### src/hdl/msort_ram.sv
`timescale 1ns / 1ps
// Generic RAM: one write port, two read ports with registered read data.
module msort_ram #(
    parameter int WIDTH  = 32,
    parameter int DEPTH  = 64,
    parameter int ADDR_W = $clog2(DEPTH)
) (
    input  logic              clk,
    input  logic              we,
    input  logic [ADDR_W-1:0] waddr,
    input  logic [WIDTH-1:0]  wdata,
    input  logic              re,
    input  logic [ADDR_W-1:0] raddr0,
    input  logic [ADDR_W-1:0] raddr1,
    output logic [WIDTH-1:0]  rdata0,
    output logic [WIDTH-1:0]  rdata1
);

    logic [WIDTH-1:0] mem [DEPTH];

    always_ff @(posedge clk)
    begin
        if (we)
        begin
            mem[waddr] <= wdata;
        end
    end

    always_ff @(posedge clk)
    begin
        if (re)
        begin
            rdata0 <= mem[raddr0];
            rdata1 <= mem[raddr1];
        end
    end

endmodule

### config.mk
export PLATFORM = sky130hd
export DESIGN_NAME = msort_ram
export DESIGN_NICKNAME = d
export VERILOG_FILES = /design/src/hdl/msort_ram.sv
export SDC_FILE = /design/constraint.sdc
export NUM_CORES = 2
export LEC_CHECK = 0
export BUFFER_PORTS_ARGS = -buffer_cell sky130_fd_sc_hd__buf_2
export CORE_UTILIZATION = 50
export CTS_BUF_LIST = sky130_fd_sc_hd__clkbuf_8
export CTS_CLUSTER_SIZE = 12
export DETAILED_ROUTE_END_ITERATION = 6
export GPL_ROUTABILITY_DRIVEN = 0
export PLACE_DENSITY = 0.66
export SYNTH_ARGS = -nofsm -noshare
export SYNTH_HDL_FRONTEND = slang
export SYNTH_SLANG_ARGS = --single-unit
### constraint.sdc
create_clock -name clk -period 6.5 [get_ports clk]
set_input_delay 0.65 -clock clk [delete_from_list [all_inputs] [get_ports clk]]
set_output_delay 0.65 -clock clk [all_outputs]
set_load 0.02 [all_outputs]
## Yosys cells after proc, flatten, opt, wreduce, memory -nomap -nowiden

Memory sizes are Yosys's and may differ from the RTL's. A register that Yosys moved wholly into a read port is not among the register bits.
Cells that the tools add are included.

- Muxes and demuxes: 2

Operators with widths:

| cell | count |
|---|---|
| 2-to-1 mux 1 bit | 2 |

- Memories kept: 1
- Register bits: 0
- Memory bits (writable): 2,048
- Word-level logic and storage cells: 3

Memory list:

| name | depth | width | read ports | clocked after Yosys merged registers in | wr ports | RTL line | text |
|---|---|---|---|---|---|---|---|
| mem | 64 | 32 | 2 | 2 | 1 | 19 | `logic [WIDTH-1:0] mem [DEPTH];` |

## Logic depth before layout (Yosys ltp)

- Depth in word-level cells: 2
- Depth in mapped cells: 10

## Worst setup path after synthesis

OpenSTA, ideal clock, no wires.

- Kind: input port to flip-flop
- Start: input waddr[3]
- End: memory mem[48][0] (enable)
- Data arrival time: 3.380 ns
- Buffers on the path: 1
- Path slack: 2.659 ns
- Cell stages on the path: 4
- Library setup time: 0.461 ns
- Cells stage by stage: clkbuf_1 -> nor2b_1 -> nand4b_1 -> nor3_1

RTL lines:

| what | RTL line | text |
|---|---|---|
| from (decl) | 10 | `input logic [ADDR_W-1:0] waddr,` |
| to (decl) | 19 |  |

No word-level cell before the write port.

==> summary.md <==
| Metric | Value |
|---|---|
| Final setup vio count | 0 |
| Vias/cell | 7.12 |
| First DRT Iteration DRCs | 6686 |
| R2R Path Start | mem[7][19] |
| DR pass1 iterations | 5 |
| #FFs+latches synth | 2112 |
| Synth top area cells | edfxtp_1, mux4_2, mux2i_1 |
| Placed Cells | 6850 |
| Measured slew at the worst slew-check pin | 1360 ps |
| Reg clk slew, reported paths | 60 ps |
| Initial Util | 0.505 |
| Compound-Gate Fraction of Synth Area | 0.0238 |
| Final Cycle Share | 0.517 |
| Top FF cell, synth | edfxtp_1 |
| Setup Crit Path Kind | input pin to flop |
| Min-Delay Path Class | input pin to flop |
| CTS H-tree depth | 5 |
| Worst path cell trace | buf_8 -> buf_4 -> mux4_2 -> mux4_2 -> o22ai_1 -> a21oi_1 |
| Gr busiest metal | met2 |
| Total track usage | 0.311 |
| Max Fclk | 297 MHz |
| Critical Path Source | raddr1[0] |
| Final worst path period need | 3360 ps |
| Commonest cells in the netlist | edfxtp_1, mux4_2, mux2i_1 |
| Site Rows | 160 |
| Worst setup EP type | flop |
| Synth Cell Area | 96300 µm² |
| Die X | 441 µm |
| Largest net degree at the start of global routing | 115 |
| Number of I/O pins | 117 |
| Per-cell routed wire length | 39.9 µm |
| Seq pwr share | 0.532 |
| Psw | 6.88 mW |
| Worst skew pair latency | 1070 ps |
| Unrepaired setup endpoints after global routing | false |
| Clock root cell | clkbuf_8 |
| Status | completed |
| CTS Hold Bufs | 0 |
| Via count of the first global-routing pass | 53620 |
| Hpwl dp | 166 mm |
| PD cells | 268 nW/µm² |
| Core area | 191000 µm² |
| Finished Layout Cells | 7468 |
| Synth Area in XOR/XNOR | 0 |
| Hold Crit Start | re |
| CP required | 7250 ps |
| CTS Sinks | 2112 |
| Sw frac | 0.240 |
| Slew HR | 0.0893 |
| Total Routed Length | 298 mm |
| Synthesized-area fraction occupied by adder cells | 0 |
| Die Y | 441 µm |
| Area growth syn-to-layout | 10.8% |
| Mux contribution to synthesized area | 0.288 |
| Met1 Usage GRT | 0.431 |
| Total power | 28.6 mW |
| Syn Inst Count | 4412 |
| Maximum clock path buffer count | 4 |
| Synth cell types | 37 |
| Top-count cell post-synth | edfxtp_1 |
| Main combinational cell family by area after synthesis | multiplexers |
| Post-synth ARST share | 0 |
| Layout cells sized above 1 | 0.391 |
| Routed vias | 53155 |
| Final hold viol count | 0 |
| Synth warn | 0 |
| Die footprint | 194000 µm² |
| # Post-CTS Setup Buffers | 0 |
| Biggest cell delay along the critical path | 750 ps |
| First-pass GRT wire length | 414 mm |
| Clock share of power | 0.382 |
| Setup TNS | 0 ps |
| DRC | 0 |
| CP most frequent cell | mux4_2 |
| Number of synthesized flops with an enable pin | 2112 |
| Avg Inst Size Synth | 21.8 µm² |
| Worst clock skew | 42.2 ps |
| Worst-path fanout max | 65 |
| Max-cap violation count | 0 |
| Overflow after GRT | 0 |
| Antenna Violating Nets Remaining | 0 |
| Dominant cell type by area after synthesis | edfxtp_1 |
| CTS buffer count | 354 |
| VDD IR max | 199 µV |
| Layout Nets | 4748 |
| M2 GR Usage | 0.470 |
| Worst path slowest cell | o22ai_1 |
| Top-area cell type share of the netlist area | 0.659 |
| Max-slew violations | 0 |
| Sequential share of the synthesized area | 0.659 |
| CTS tree | done |
| PortBufs | 116 |
| Pint | 21.7 mW |
| Synth Net Count | 4465 |
| Combinational power share | 0.086 |
| Routing usage on met3 | 0.0860 |
| Post-cts resize count | 0 |
| Simple-Gate Fraction of Synth Area | 0.0113 |
| Initial antenna violation count | 25 |
| Critical path arrival | 4110 ps |
| Pleak | 33.6 nW |
| Worst Setup Start Kind | input pin |
## final timing paths
kind,end,slack [ps],cells after the start
worst min-delay path,rdata0[13],120,1
worst min register to register,rdata0[21],970,4
worst max-delay path,rdata1[19],3140,6
worst max register to register,rdata1[19],3860,4
## area by class of cell
cell class	count	area [µm²]
multi-input cells	1952	31700
diodes	19	47.5
inverters	1	3.75
clock inverters	238	1290
clock buffers	361	4970
flip-flops and latches	2112	63400
fillers	14109	84100
repair buffers	274	2160
well taps	2511	3140
## metrics by stage
| step | instance area, µm² | hold slack [ps] | setup WS, ps | utilization |
|---|---|---|---|---|
| 6_report | 107000 | 125 | 3140 | 0.559 |
| 5_1_grt | 107000 | 78.9 | 2970 | 0.559 |
| 4_1_cts | 107000 | 21.7 | 3320 | 0.559 |
| 3_5_place_dp | 100000 | 938 | 2150 | 0.526 |
| 3_3_place_gp | 100000 | 943 | 2170 | 0.526 |
| 2_1_floorplan | 96300 | 749 | 2660 | - |
## critical path, delay by kind of cell
| family | cells | cell delay (ps) |
|---|---|---|
| AO/OA/AOI/OAI | 2 | 970 |
| buffers and inverters | 2 | 1260 |
| multiplexers | 2 | 1070 |
## sequential cells by signal (all words and copies together) (netlist names)
signal	count
mem	2048
rdata0	32
rdata1	32
## layer usage
layer / part of all wire / wire (µm) / up-vias
met1: 0.37 / 110000 / 28624
met3: 0.12 / 37000 / 643
met4: 0.044 / 13000 / 10
li1: - / - / 20195
met5: 0.00024 / 70 / -
met2: 0.46 / 138000 / 3683
## cells by family (layout without fill, tap and decap cells)
kind of cell	count (synthesis)	in the layout
simple gates	248	248
buf+inv	348	874
flops	2112	2112
compound gates	340	340
mux	1364	1364
other cells	0	19
## layout by cell type, fill, tap and decap left out, types with 27 or more instances in the layout
cell type / netlist / routed
edfxtp_1: 2112 / 2112
mux4_2: 1124 / 1124
clkbuf_8: 0 / 361
mux2i_1: 204 / 204
buf_4: 55 / 137
buf_2: 121 / 105
inv_1: 0 / 102
nand2_1: 93 / 92
a22oi_1: 85 / 85
clkinv_1: 0 / 81
nor2_4: 0 / 63
a21oi_1: 58 / 58
o22ai_1: 56 / 56
mux2_2: 36 / 36
clkinv_2: 0 / 32
o21ai_1: 31 / 31
nor2_1: 94 / 30
o211ai_1: 27 / 27
## power groups by stage
stage / Combinational [mW] / Sequential (mW) / Clock (mW)
6_report: 2.45 / 15.2 / 10.9
3_5_place_dp: 2.42 / 15.5 / 0
4_1_cts: 2.42 / 15.2 / 11.0
5_1_grt: 2.55 / 15.2 / 11.6
3_3_place_gp: 2.40 / 15.5 / 0
2_1_floorplan: 1.44 / 15.5 / 0
Note: power is estimated with default switching activity, not from simulation.
