<file path="config.mk">
export PLATFORM = sky130hd
export DESIGN_NAME = msort_ctrl
export DESIGN_NICKNAME = d
export VERILOG_FILES = /design/src/hdl/msort_pkg.sv /design/src/hdl/msort_ctrl.sv
export SDC_FILE = /design/constraint.sdc
export NUM_CORES = 1
export LEC_CHECK = 0
export ABC_AREA = 0
export BUFFER_PORTS_ARGS = -buffer_cell sky130_fd_sc_hd__clkbuf_2
export CORE_AREA = 2 2 120 122
export CTS_CLUSTER_SIZE = 40
export DETAILED_ROUTE_END_ITERATION = 12
export DIE_AREA = 0 0 122 124
export HOLD_SLACK_MARGIN = 0.06
export PLACE_DENSITY = 0.77
export SYNTH_ARGS = -nofsm -noshare
export SYNTH_HDL_FRONTEND = slang
export SYNTH_SLANG_ARGS = --single-unit
</file>
<file path="constraint.sdc">
create_clock -name clk -period 3.1 [get_ports clk]
set_input_delay 0.155 -clock clk [delete_from_list [all_inputs] [get_ports clk]]
set_output_delay 0.155 -clock clk [all_outputs]
set_load 0.02 [all_outputs]
</file>
<file path="src/hdl/msort_pkg.sv">
`timescale 1ns / 1ps
// Shared constants, types and helpers of the merge sort engine.
package msort_pkg;

    localparam int DATA_WIDTH = 32;
    localparam int SET_SIZE   = 64;
    localparam int ADDR_W     = $clog2(SET_SIZE);
    localparam int CNT_W      = ADDR_W + 1;     // holds 0 .. SET_SIZE
    localparam int IDX_W      = CNT_W + 1;      // run bounds and widths before clamping

    typedef logic [DATA_WIDTH-1:0] data_t;
    typedef logic [ADDR_W-1:0]     addr_t;
    typedef logic [CNT_W-1:0]      cnt_t;
    typedef logic [IDX_W-1:0]      idx_t;

    // Buffer access request from the sequencer to the two buffer memories.
    typedef struct packed {
        logic  we_a;
        logic  we_b;
        logic  rd_en;
        logic  src_b;       // 1: reads go to buffer B, 0: to buffer A
        addr_t waddr;
        addr_t raddr0;
        addr_t raddr1;
        data_t wdata;
    } mem_req_t;

    // Signed ascending order on raw words.
    function automatic logic key_le(input data_t x, input data_t y);
        return $signed(x) <= $signed(y);
    endfunction

endpackage

</file>
<file path="src/hdl/msort_ctrl.sv">
`timescale 1ns / 1ps
// Sequencer: load, bottom-up merge passes and readout of the sorted set.
module msort_ctrl (
    input  logic                clk,
    input  logic                rst_n,
    input  logic                s_tvalid,
    output logic                s_tready,
    input  msort_pkg::data_t    s_tdata,
    input  logic                s_tlast,
    output logic                m_tvalid,
    input  logic                m_tready,
    output logic                m_tlast,
    output logic                m_tuser,
    output msort_pkg::mem_req_t mem_req,
    input  msort_pkg::data_t    rdata0,
    input  msort_pkg::data_t    rdata1
);
    import msort_pkg::*;

    typedef enum logic [5:0] {
        ST_LOAD  = 6'b000001,
        ST_SETUP = 6'b000010,
        ST_RD    = 6'b000100,
        ST_CMP   = 6'b001000,
        ST_ORD   = 6'b010000,
        ST_OUT   = 6'b100000
    } state_t;

    state_t state_reg, state_next;
    cnt_t   count_reg, count_next;
    logic   dropped_reg, dropped_next;
    logic   src_b_reg, src_b_next;
    idx_t   width_reg, width_next;
    idx_t   lo_reg, lo_next;
    cnt_t   mid_reg, mid_next;
    cnt_t   hi_reg, hi_next;
    cnt_t   i_reg, i_next;
    cnt_t   j_reg, j_next;
    cnt_t   k_reg, k_next;

    idx_t   n_ext;
    idx_t   sum_mid;
    idx_t   sum_hi;
    idx_t   width2;
    cnt_t   k_inc;
    logic   full;
    logic   take_i;

    assign n_ext   = {1'b0, count_reg};
    assign sum_mid = lo_reg + width_reg;
    assign width2  = width_reg << 1;
    assign sum_hi  = lo_reg + width2;
    assign k_inc   = k_reg + cnt_t'(1);
    assign full    = (count_reg == cnt_t'(SET_SIZE));
    assign take_i  = (i_reg < mid_reg) && ((j_reg >= hi_reg) || key_le(rdata0, rdata1));

    always_comb
    begin
        state_next   = state_reg;
        count_next   = count_reg;
        dropped_next = dropped_reg;
        src_b_next   = src_b_reg;
        width_next   = width_reg;
        lo_next      = lo_reg;
        mid_next     = mid_reg;
        hi_next      = hi_reg;
        i_next       = i_reg;
        j_next       = j_reg;
        k_next       = k_reg;
        s_tready     = 1'b0;
        m_tvalid     = 1'b0;
        m_tlast      = 1'b0;
        m_tuser      = 1'b0;
        mem_req      = '0;
        mem_req.src_b = src_b_reg;

        unique case (state_reg)
            ST_LOAD:
            begin
                s_tready = 1'b1;
                if (s_tvalid)
                begin
                    if (!full)
                    begin
                        mem_req.we_a  = 1'b1;
                        mem_req.waddr = count_reg[ADDR_W-1:0];
                        mem_req.wdata = s_tdata;
                        count_next    = count_reg + cnt_t'(1);
                    end
                    else
                    begin
                        dropped_next = 1'b1;
                    end
                    if (s_tlast)
                    begin
                        width_next = idx_t'(1);
                        lo_next    = '0;
                        src_b_next = 1'b0;
                        k_next     = '0;
                        // a set of one word needs no merge pass
                        if (count_next > cnt_t'(1))
                        begin
                            state_next = ST_SETUP;
                        end
                        else
                        begin
                            state_next = ST_ORD;
                        end
                    end
                end
            end

            ST_SETUP:
            begin
                mid_next   = (sum_mid > n_ext) ? count_reg : sum_mid[CNT_W-1:0];
                hi_next    = (sum_hi > n_ext) ? count_reg : sum_hi[CNT_W-1:0];
                i_next     = lo_reg[CNT_W-1:0];
                j_next     = mid_next;
                k_next     = lo_reg[CNT_W-1:0];
                state_next = ST_RD;
            end

            ST_RD:
            begin
                mem_req.rd_en  = 1'b1;
                mem_req.raddr0 = i_reg[ADDR_W-1:0];
                mem_req.raddr1 = j_reg[ADDR_W-1:0];
                state_next     = ST_CMP;
            end

            ST_CMP:
            begin
                mem_req.we_a  = src_b_reg;
                mem_req.we_b  = !src_b_reg;
                mem_req.waddr = k_reg[ADDR_W-1:0];
                mem_req.wdata = take_i ? rdata0 : rdata1;
                k_next        = k_inc;
                if (take_i)
                begin
                    i_next = i_reg + cnt_t'(1);
                end
                else
                begin
                    j_next = j_reg + cnt_t'(1);
                end
                if (k_inc == hi_reg)
                begin
                    if (sum_hi >= n_ext)
                    begin
                        // pass done: swap buffers, double the run width
                        width_next = width2;
                        src_b_next = !src_b_reg;
                        lo_next    = '0;
                        if (width2 >= n_ext)
                        begin
                            k_next     = '0;
                            state_next = ST_ORD;
                        end
                        else
                        begin
                            state_next = ST_SETUP;
                        end
                    end
                    else
                    begin
                        lo_next    = sum_hi;
                        state_next = ST_SETUP;
                    end
                end
                else
                begin
                    state_next = ST_RD;
                end
            end

            ST_ORD:
            begin
                mem_req.rd_en  = 1'b1;
                mem_req.raddr0 = k_reg[ADDR_W-1:0];
                state_next     = ST_OUT;
            end

            ST_OUT:
            begin
                m_tvalid = 1'b1;
                m_tlast  = (k_inc == count_reg);
                m_tuser  = dropped_reg;
                if (m_tready)
                begin
                    if (m_tlast)
                    begin
                        count_next   = '0;
                        dropped_next = 1'b0;
                        state_next   = ST_LOAD;
                    end
                    else
                    begin
                        k_next     = k_inc;
                        state_next = ST_ORD;
                    end
                end
            end

            default:
            begin
                state_next = ST_LOAD;
            end
        endcase
    end

    always_ff @(posedge clk or negedge rst_n)
    begin
        if (!rst_n)
        begin
            state_reg   <= ST_LOAD;
            count_reg   <= '0;
            dropped_reg <= 1'b0;
            src_b_reg   <= 1'b0;
            width_reg   <= '0;
            lo_reg      <= '0;
            mid_reg     <= '0;
            hi_reg      <= '0;
            i_reg       <= '0;
            j_reg       <= '0;
            k_reg       <= '0;
        end
        else
        begin
            state_reg   <= state_next;
            count_reg   <= count_next;
            dropped_reg <= dropped_next;
            src_b_reg   <= src_b_next;
            width_reg   <= width_next;
            lo_reg      <= lo_next;
            mid_reg     <= mid_next;
            hi_reg      <= hi_next;
            i_reg       <= i_next;
            j_reg       <= j_next;
            k_reg       <= k_next;
        end
    end

endmodule

</file>
# == Word level (Yosys, flattened, before mapping) ==
# Cells that the tools add are included.
# Widths: inputs -> output; s select.
# classes
n_eq_ne,19
n_mux,68
reduce_logical,16
add_sub_neg,6
magnitude_cmp,8
# ops
operator,n
$mux 7,17
$mux 32,3
$mux 8,8
$pmux 32 s2,1
$mux 6,8
$pmux 7 s2,3
$pmux 6 s6,1
$le 32x32->1,1
$pmux 8 s2,2
$add 7x1->7 const B,4
$pmux 7 s4,1
$pmux 6 s2,2
$ne 2x2->1 const B,10
$add 8x8->8,2
$ge 8x7->1,2
$gt 8x7->1,2
$mux 1,16
$mux 5,3
$reduce_and 5->1,3
$eq 7x7->1,2
$reduce_and 4->1,2
$eq 7x7->1 const B,1
$ge 7x7->1,1
$gt 7x1->1 const B,1
16 further kinds,21
# word_totals
elab_cells,128
output_inout_bits,58
regBits,66

# == Logic depth before layout (Yosys ltp) ==
# Gate-level depths: netlist of run 1.
# logic_depth
word_depth,9
depth_mapped,17
mapped_depth_nobuf,15

# == Worst setup path before layout of run 1 ==
# Ideal clock, no wire load.
# synth_path
kind,reg-to-reg
startpoint,register width_reg[1]
endpoint,register j_reg[1]
slack_ps,-341
t_arrival_ps,3316
setup_time_ps,125
path_stages_with_launch,15
t_required_ps,2975
path_cell_list,dfrtp_1 inv_1 fa_1 inv_1 a21oi_1 o21ai_0 a2111oi_0 nand3b_1 ha_1 or3_1 a221oi_1 o22ai_4 mux2i_1 mux2_2 mux2_2
# synth_between
elab_chain_cells,4
# synth_rtl
item,line,text
start: declaration,msort_ctrl.sv:33,"idx_t width_reg, width_next;"
start signal: assignment,msort_ctrl.sv:233,width_reg <= width_next;
$add 8x8->8 *,msort_ctrl.sv:50,assign sum_mid = lo_reg + width_reg;
$gt 8x7->1,msort_ctrl.sv:115,mid_next = (sum_mid > n_ext) ? count_reg : sum_mid[CNT_W-1:0];
$mux 7 *,msort_ctrl.sv:115,
$pmux 7 s2 *,msort_ctrl.sv:77,unique case (state_reg)
end signal: assignment,msort_ctrl.sv:238,j_reg <= j_next;
end: declaration,msort_ctrl.sv:38,"cnt_t j_reg, j_next;"
# Every way passes the cells marked *; elsewhere a longest branch is shown, timed or not.
# A chain may end at the register's enable or synchronous reset.

# == Final worst setup path of run 1 ==
# layout_path
startpoint,register lo_reg[1]
endpoint,register src_b_reg
# layout_between
elab_chain_cells,4
# layout_rtl
item,line,text
start: declaration,msort_ctrl.sv:34,"idx_t lo_reg, lo_next;"
start signal: assignment,msort_ctrl.sv:234,lo_reg <= lo_next;
$add 8x8->8,msort_ctrl.sv:52,assign sum_hi = lo_reg + width2;
$ge 8x7->1,msort_ctrl.sv:148,if (sum_hi >= n_ext)
$ne 2x2->1 (no source line),n/a,
$reduce_and 5->1 (no source line),n/a,
end signal: assignment,msort_ctrl.sv:232,src_b_reg <= src_b_next;
end: declaration,msort_ctrl.sv:32,"logic src_b_reg, src_b_next;"
# Every way passes these cells.

==> results of run 1 <==
worst max-delay path: cells and delay by family (launching register included):
kind	cells	cell delay (ns)
muxes	1	0.30
DFF	1	0.39
and+or+nand+nor	3	0.48
buffers and inverters	2	0.16
adders and majority gates	3	0.92
AOI/OAI and AO/OA	6	0.87
layout make-up:
cell class | count | share of cell area (%)
Clock buffer | 9 | 2.51
Clock inverter | 7 | 0.850
Inverter | 68 | 2.84
Multi-Input combinational cell | 643 | 55.3
Sequential cell | 65 | 18.1
Tap cell | 180 | 2.51
Timing Repair Buffer | 244 | 17.9
kinds of logic after synthesis:
logic type | after synthesis | share of synthesized area (%)
simple gates | 279 | 21.1
other cells | 1 | 0.0553
fa+ha+maj | 84 | 15.7
buf+inv | 112 | 7.50
xor+xnor | 31 | 5.04
compound gates | 239 | 25.1
flops | 65 | 24.0
mux | 9 | 1.48
timing repair:
item	CTS	global route
resized for setup	20	76
endpoints found under the setup margin	27	73
gates cloned	0	4
hold buffers	2	0
setup buffers	4	13
pin swaps	10	38
endpoints found under the hold margin	27	0
worst paths after layout:
check / from / end / slack, ns
setup reg to reg: lo_reg[1] / src_b_reg / -0.15
max in group asynchronous: rst_n / i_reg[2] / 1.73
hold reg to reg: mid_reg[4] / mid_reg[4] / 0.50
min in group asynchronous: rst_n / lo_reg[5] / 0.38
hold / removal: s_tvalid / dropped_reg / 0.13
setup / recovery: lo_reg[1] / src_b_reg / -0.15
power by group:
part           internal (uW)  switching (uW)
sequential              1060             233
combinational           1680            2270
clock                    628             426
cell usage in the layout, fill, tap and decap left out, drive strengths merged, types with 22 or more instances in the layout:
master,n
o21ai,57
ha,82
dfrtp,64
buf,84
nand2,128
nor2,44
a21oi,42
clkbuf,167
xnor2,22
inv,70
a32oi,32
layer usage:
metal | wire [um] | vias to the layer above
met1 | 9300 | 3420
met3 | 1400 | 61
met4 | 741 | 0
met2 | 10600 | 318
met5 | 0 | -
li1 | - | 3415
per-stage QoR:
stage / hold slack [ns] / total power, uW / std cells
2_1_floorplan: -0.141 / 3660 / 820
3_3_place_gp: 0.225 / 4680 / 1177
3_5_place_dp: 0.223 / 4770 / 1177
4_1_cts: 0.130 / 5910 / 1199
5_1_grt: 0.168 / 6750 / 1216
6_report: 0.135 / 6300 / 1216
==> reports/results.txt, run 1 <==
The area of placed instances was 8100 sq um. Number of synthesized register bits: 65. Global routing consumed, on the met3 layer, 3.71% of the routing resources. The minimum period implied by the final worst setup slack is 3.25 ns. Of all nets on the critical path, the largest fanout is 4. The count of cells along the worst register-to-register path is 15, and the clock edge transition at the registers on the reported setup and hold paths is 0.06 ns. Root buffer cell: clkbuf_16. Setup total negative slack on the finished layout was measured at -1.71 ns. Walking the worst path, the cells encountered are ha_2, inv_2, fa_2, nor2b_2, o31a_1, a21oi_2, ha_1, a21o_1, a21oi_2, o21ai_2, a31o_4, buf_6, nor2_4, or2_4, mux2_4. Power spread over the standard cell area amounts to 702 nW/um^2. For this run, the number of Yosys warnings is 0. Averaged over all synthesized cells, the footprint is 8.26 sq um. The tightest min-delay check is of the input port to flop type. The tools report the timing-limited maximum frequency as 308 MHz.

In the post-synthesis netlist, the cell with the most instances is nand2_1. Counting distinct cell types in the post-synthesis netlist gives 83. Data on the critical path is required at its endpoint by 3.32 ns.

After detailed routing, the average wire length per cell comes to 18.1 um. The tools report the sequential area share after synthesis as 24.0%. The largest individual stage delay along the critical path comes from the cell dfrtp_1.

The tools report the leakage power total as 0.00449 uW. The logs give 6,618 for the number of global-route vias before repair and 15.9 mm for the half-perimeter wire length after placement. Wire length of the first global-routing pass: 33.2 mm.

The final-report hold violation count is 0. The initial utilization of the core area, before any placement, comes to 49.4%. The met2 routing resource usage after global routing was 44.7%. The biggest area consumer among synthesized cells is dfrtp_1.

During placement, the flow inserted port buffers numbering 158. The DRC violation count after routing was 0. In the final layout, the share of cells above drive strength 1 is 34.5%. The final reports fail on negative setup slack.

The run gives 0 as the final number of max-transition violations. The critical path launch point type is a flop. The run finished, with violations left. The net count of the finished layout is 1,216. For met1 alone, demand over resource in global routing was 38.0%. The H-tree generated during clock tree synthesis spans 3 levels. In this run the count of I/O pins placed on the die edge is 159.

The reported max-cap violation count came out at 0. TritonCTS built the clock tree. Clock tree synthesis inserted a total of 9 buffers. The maximum number of pins on one net before global-route repair is 61. By count the netlist is led by nand2_1, ha_1, inv_1. Dividing the detail-routed via count by the number of cells gives 5.93.

Counting the fill cells in the layout gives 1,123. The routed design has 22.1 mm of wire. For the number of vias after detailed routing, the log shows 7,214. The worst setup path is captured at a flop. The tools report the worst setup margin as -0.146 ns. Counting along the longest clock path gives a buffer depth of 2. In the post-synthesis netlist, the biggest area contributors are dfrtp_1, ha_1, nand2_1, a32oi_1, inv_1. From left edge to right edge, the die measures 122 um.

The detailed router finished its first iteration with 628 violations. The initialized floorplan defines 43 standard-cell rows. The sequential cells in the finished layout cover a total of 1630 sq um. The repair_antennas step left the layout with diodes totalling 0. The logs give 6780 sq um for the area of the mapped netlist and 4960 sq um for the area used by multi-input combinational logic. The worst hold path was traced through 3 stages.

For the post-synth net total, the log shows 1,005. The layer flagged by global routing as most heavily used is met2. The vertical extent of the die came out at 124 um.

The largest single stage delay on the critical path is 0.39 ns. Across the routed clock network, the largest skew measured is 0.00953 ns. The fraction of post-synthesis cell area in the top cell type by area was 23.6%.

The share of the core filled with cells in the final layout was 65.5%. Setup repair after global routing could not meet its margin everywhere. Clock latency on the worst-skew pair, taken at its later pin, is 0.34 ns. The most instantiated flip-flop cell in the synthesis netlist was dfrtp_1.

The register with the most flip-flops in the layout has 8 of them. Area of all placed cells without fillers: 8980 sq um. Headroom to the max-slew limit came out at 35.5%.

The share of the clock period used by the worst path after layout came out at 105%. The global-route total usage across every layer is 27.8%. The tools report the worst slack after detailed placement as -0.169 ns. The total iterations of the first detailed-routing run was 5; the maximum ir drop on the vdd rail was 0.000364 V. The most numerous cell type found on the critical path is a21oi_2. The type of the worst setup path was flop to flop.

The logs give 13,700 sq um for the core outline area and 0 for the remaining number of nets flagged by the antenna check after routing. The instance count of the mapped netlist was 820; the number of antenna violations at the first check in global routing was 0. The full die area came out at 15,100 sq um. The share of flip-flops with an asynchronous set or reset is 100%.

The transition at the pin with the smallest max-transition slack is 0.966 ns. The global route total overflow is 0, and the final setup violation count is 25. The number of flops mapped to enable cells by yosys was 0.

Routability-driven placement finished with a final weighted congestion of 0.926. The synthesis-to-layout area growth works out to 32.5%. CTS saw 65 sinks.

The run gives 3.47 ns as the data arrival time of the worst path.
(Power assumes the default switching activity.)
==> run 2, diff against run 1 <==
- CORE_AREA: 2 2 120 122 -> 2 2 135 137
- CTS_CLUSTER_SIZE: 40 -> 30
- DIE_AREA: 0 0 122 124 -> 0 0 137 139
- PLACE_DENSITY: 0.77 -> unset
==> run 2 against run 1 <==
  * The flow still finishes with violations (negative setup slack)
  * Critical path depth stayed put
  * Final cell count is 6.1% higher
  * Register-to-register slack gained 0.02 ns
  * Clock power about the same
  * Power grew 1.9%
  * Die area is 26% higher
  * Flip-flop and latch count unchanged
  * Fmax rose by 0.76%
==> reports/results.txt, run 2 (same netlist as run 1, synthesis figures left out) <==
The wire length of the first global-routing pass was 34.6 mm (+4.1%). The remaining number of nets flagged by the antenna check after routing is 0 (unchanged). The number of vias per cell after detailed routing came out at 5.48 (-7.7%).

The logs give 9.99 mm (+7.5%) for the met1 routed wirelength after detailed routing and 6,829 (+3.2%) for the number of global-route vias before repair. The count of nets after finishing was 1,241 (+2.1%); the final number of max-transition violations was 0 (unchanged). The tools report the final-report hold violation count as 0 (unchanged).

The run gives 0 (unchanged) as the reported max-cap violation count. The number of DRC markers after the initial detailed-route iteration is 427 (-32%), and the share of post-route cells with drive strength above 1 is 36.5% (+2.0 points). The total wirelength of the detailed-routed design was 22.1 mm (about the same); the vertical extent of the die was 139 um (+12%).

The number of antenna violations at the first check in global routing was 0 (unchanged); the timing-limited maximum frequency was 310 MHz (+0.76%). Count of placed standard cells including taps: 1,245 (+5.8%). The maximum ir drop on the vdd rail came out at 0.000433 V (+19%).

The last weighted congestion value of the routability-driven placer came out at 0.896 (-3.3%). In the layout the commonest cells are clkbuf_2, nand2_1, buf_4, ha_1, inv_1. The logs give 19,000 sq um (+26%) for the full die area and 3.45 ns (-0.02 ns) for the data arrival time of the worst path. The width of the die was 137 um (+12%). The type of the worst setup path was flop to flop. The run gives 3.33 ns (about the same) as the required time of the critical path.

The worst setup path is launched from a flop. Total I/O pin count: 159 (unchanged). The run gives 38.4% (-11 points) as the initial cell density of the core. The global route total overflow is 0 (unchanged).

The clock skew after layout is 0.0128 ns (+0.00330 ns). The cell row count was 49 (+14%). For the share of the core filled with cells in the final layout, the log shows 52.2% (-13 points). The min-delay analysis places its worst path in the category input port to flop. The most frequent standard cell in the layout excluding fill and tap cells is clkbuf_2. The wire length on met3 was 1.02 mm (-28%); the worst relative slew slack was 40.1% (+4.6 points).

The synthesis-to-layout area growth is 35.9%. The global-route total usage across every layer came out at 22.9% (-4.9 points). Library cell contributing the largest single delay on the critical path: dfrtp_1.

The maximum number of pins on one net before global-route repair was 66 (+8.2%). The worst slack after detailed placement is -0.256 ns (-0.0868 ns), and the minimum period implied by the final worst setup slack is 3.22 ns (-0.0246 ns). The total clock buffers created by CTS was 9 (unchanged); the number of clock sinks seen by CTS was 65 (unchanged). The tools report the DRC violation count after routing as 0 (unchanged). Setup repair after global routing could not meet its margin everywhere.

The total length of routed met2 wires is 10.6 mm (+0.22%), and the clock latency of the later-clocked register in the worst-skew pair is 0.35 ns (about the same). The total iterations of the first detailed-routing run is 5 (unchanged). The hold path startpoint was m_tready.

The flow ran to the end, but the final reports show violations. The critical path capture point type is a flop. The core outline area came out at 17,700 sq um (+29%). Largest stage delay on the critical path: 0.41 ns (+0.02 ns). The flip-flop count of the largest register, all copies and words added was 8 (unchanged).

Top metal layer carrying routed signals: met4. The number of antenna diodes is 0 (unchanged). The maximum clock insertion buffer count came out at 2 (unchanged). In this run the worst setup path begins at lo_reg[1].

Traced cell by cell, the critical path runs through ha_2, inv_2, fa_2, nor2b_2, o31a_1, a21oi_2, ha_1, a21o_1, a21oi_2, o21ai_2, a31o_4, buf_12, nor2_4, or2_4, mux2_4. The power density over cell area is 697 nW/um^2 (-0.67%). The share of the clock period used by the worst path after layout works out to 104% (-0.79 points). The port buffer count works out to 158 (unchanged). The final reports fail on negative setup slack. The cell that appears most often on the critical path is a21oi_2.

The final setup violation count came out at 24 (-4.0%). The run gives 16.6 mm (+4.6%) as the half-perimeter wire length after placement. Root buffer cell: clkbuf_16. The tools report the non-filler instance count after layout as 1,290 (+6.1%). The worst register-to-register path begins at lo_reg[1]. TritonCTS built the clock tree.

The H-tree level count came out at 3 (unchanged). For the leakage power total, the log shows 0.00462 uW (+2.8%). The number of vias after detailed routing came out at 7,066 (-2.1%). The routed length per placed instance was 17.1 um (-5.8%). The overall power after layout is 6420 uW (+1.9%), and the transition at the pin with the smallest max-transition slack is 0.899 ns (-0.0672 ns). The clock edge transition at the registers on the reported setup and hold paths is 0.06 ns (about the same), and the worst setup margin is -0.121 ns (+0.0246 ns). The largest fanout of any net on the critical path was 5 (+1).
## run 2: per-layer routing
layer  GRT usage [%]  vias up
li1                -     3468
met3            4.97       31
met5               0        -
met4            6.19        0
met2            37.0      177
met1            30.7     3390
## run 2: path summary, 6_finish.rpt
path	to	cells past startpoint	slack, ns
max	src_b_reg	15	-0.12
min	state_reg[0]	3	0.06
max reg2reg	src_b_reg	15	-0.12
min reg2reg	mid_reg[5]	1	0.48
max in group asynchronous	i_reg[2]	3	1.90
min in group asynchronous	width_reg[5]	3	0.56
## run 2: through the flow
stage,setup TNS [ns],cell area [sq um],hold slack [ns]
2_1_floorplan,-0.00489,6790,-0.141
3_3_place_gp,-2.24,8280,0.391
3_5_place_dp,-4.74,8280,0.416
4_1_cts,-0.0761,8810,0.0602
5_1_grt,-6.84,9210,0.0821
6_report,-0.912,9210,0.0564
## run 2: worst max-delay path: cells and delay by family (launching register included)
| family | cells | cell delay (ns) |
|---|---|---|
| AO/OA/AOI/OAI | 6 | 0.89 |
| flip-flops | 1 | 0.41 |
| AND/OR/NAND/NOR | 3 | 0.41 |
| multiplexers | 1 | 0.30 |
| adder cells (fa/ha/maj) | 3 | 0.92 |
| buffers and inverters | 2 | 0.17 |
## run 2: cell type report
class                      instances  area (sq um)
sequential                        65          1630
clock buffer                       9           225
inverter                          68           255
multi-input combinational        644          4990
clock inverter                     7          77.6
timing repair buffer             268          1750
tap                              229           287
fill                            1679          8440
## run 2: report_power, final
| group | leakage, uW | switching [uW] | internal (uW) |
|---|---|---|---|
| clock | 0.000146 | 428 | 629 |
| sequential | 0.000861 | 218 | 1060 |
| combinational | 0.00361 | 2330 | 1760 |
## run 2: timing repair
action                     4_1_cts  5_1_grt
hold endpoints to repair        41        0
cloned                           1        3
hold buffers                     1        0
setup endpoints to repair       67       76
pin swaps                       21       31
buffers inserted                 9       15
gates resized for setup         32       77
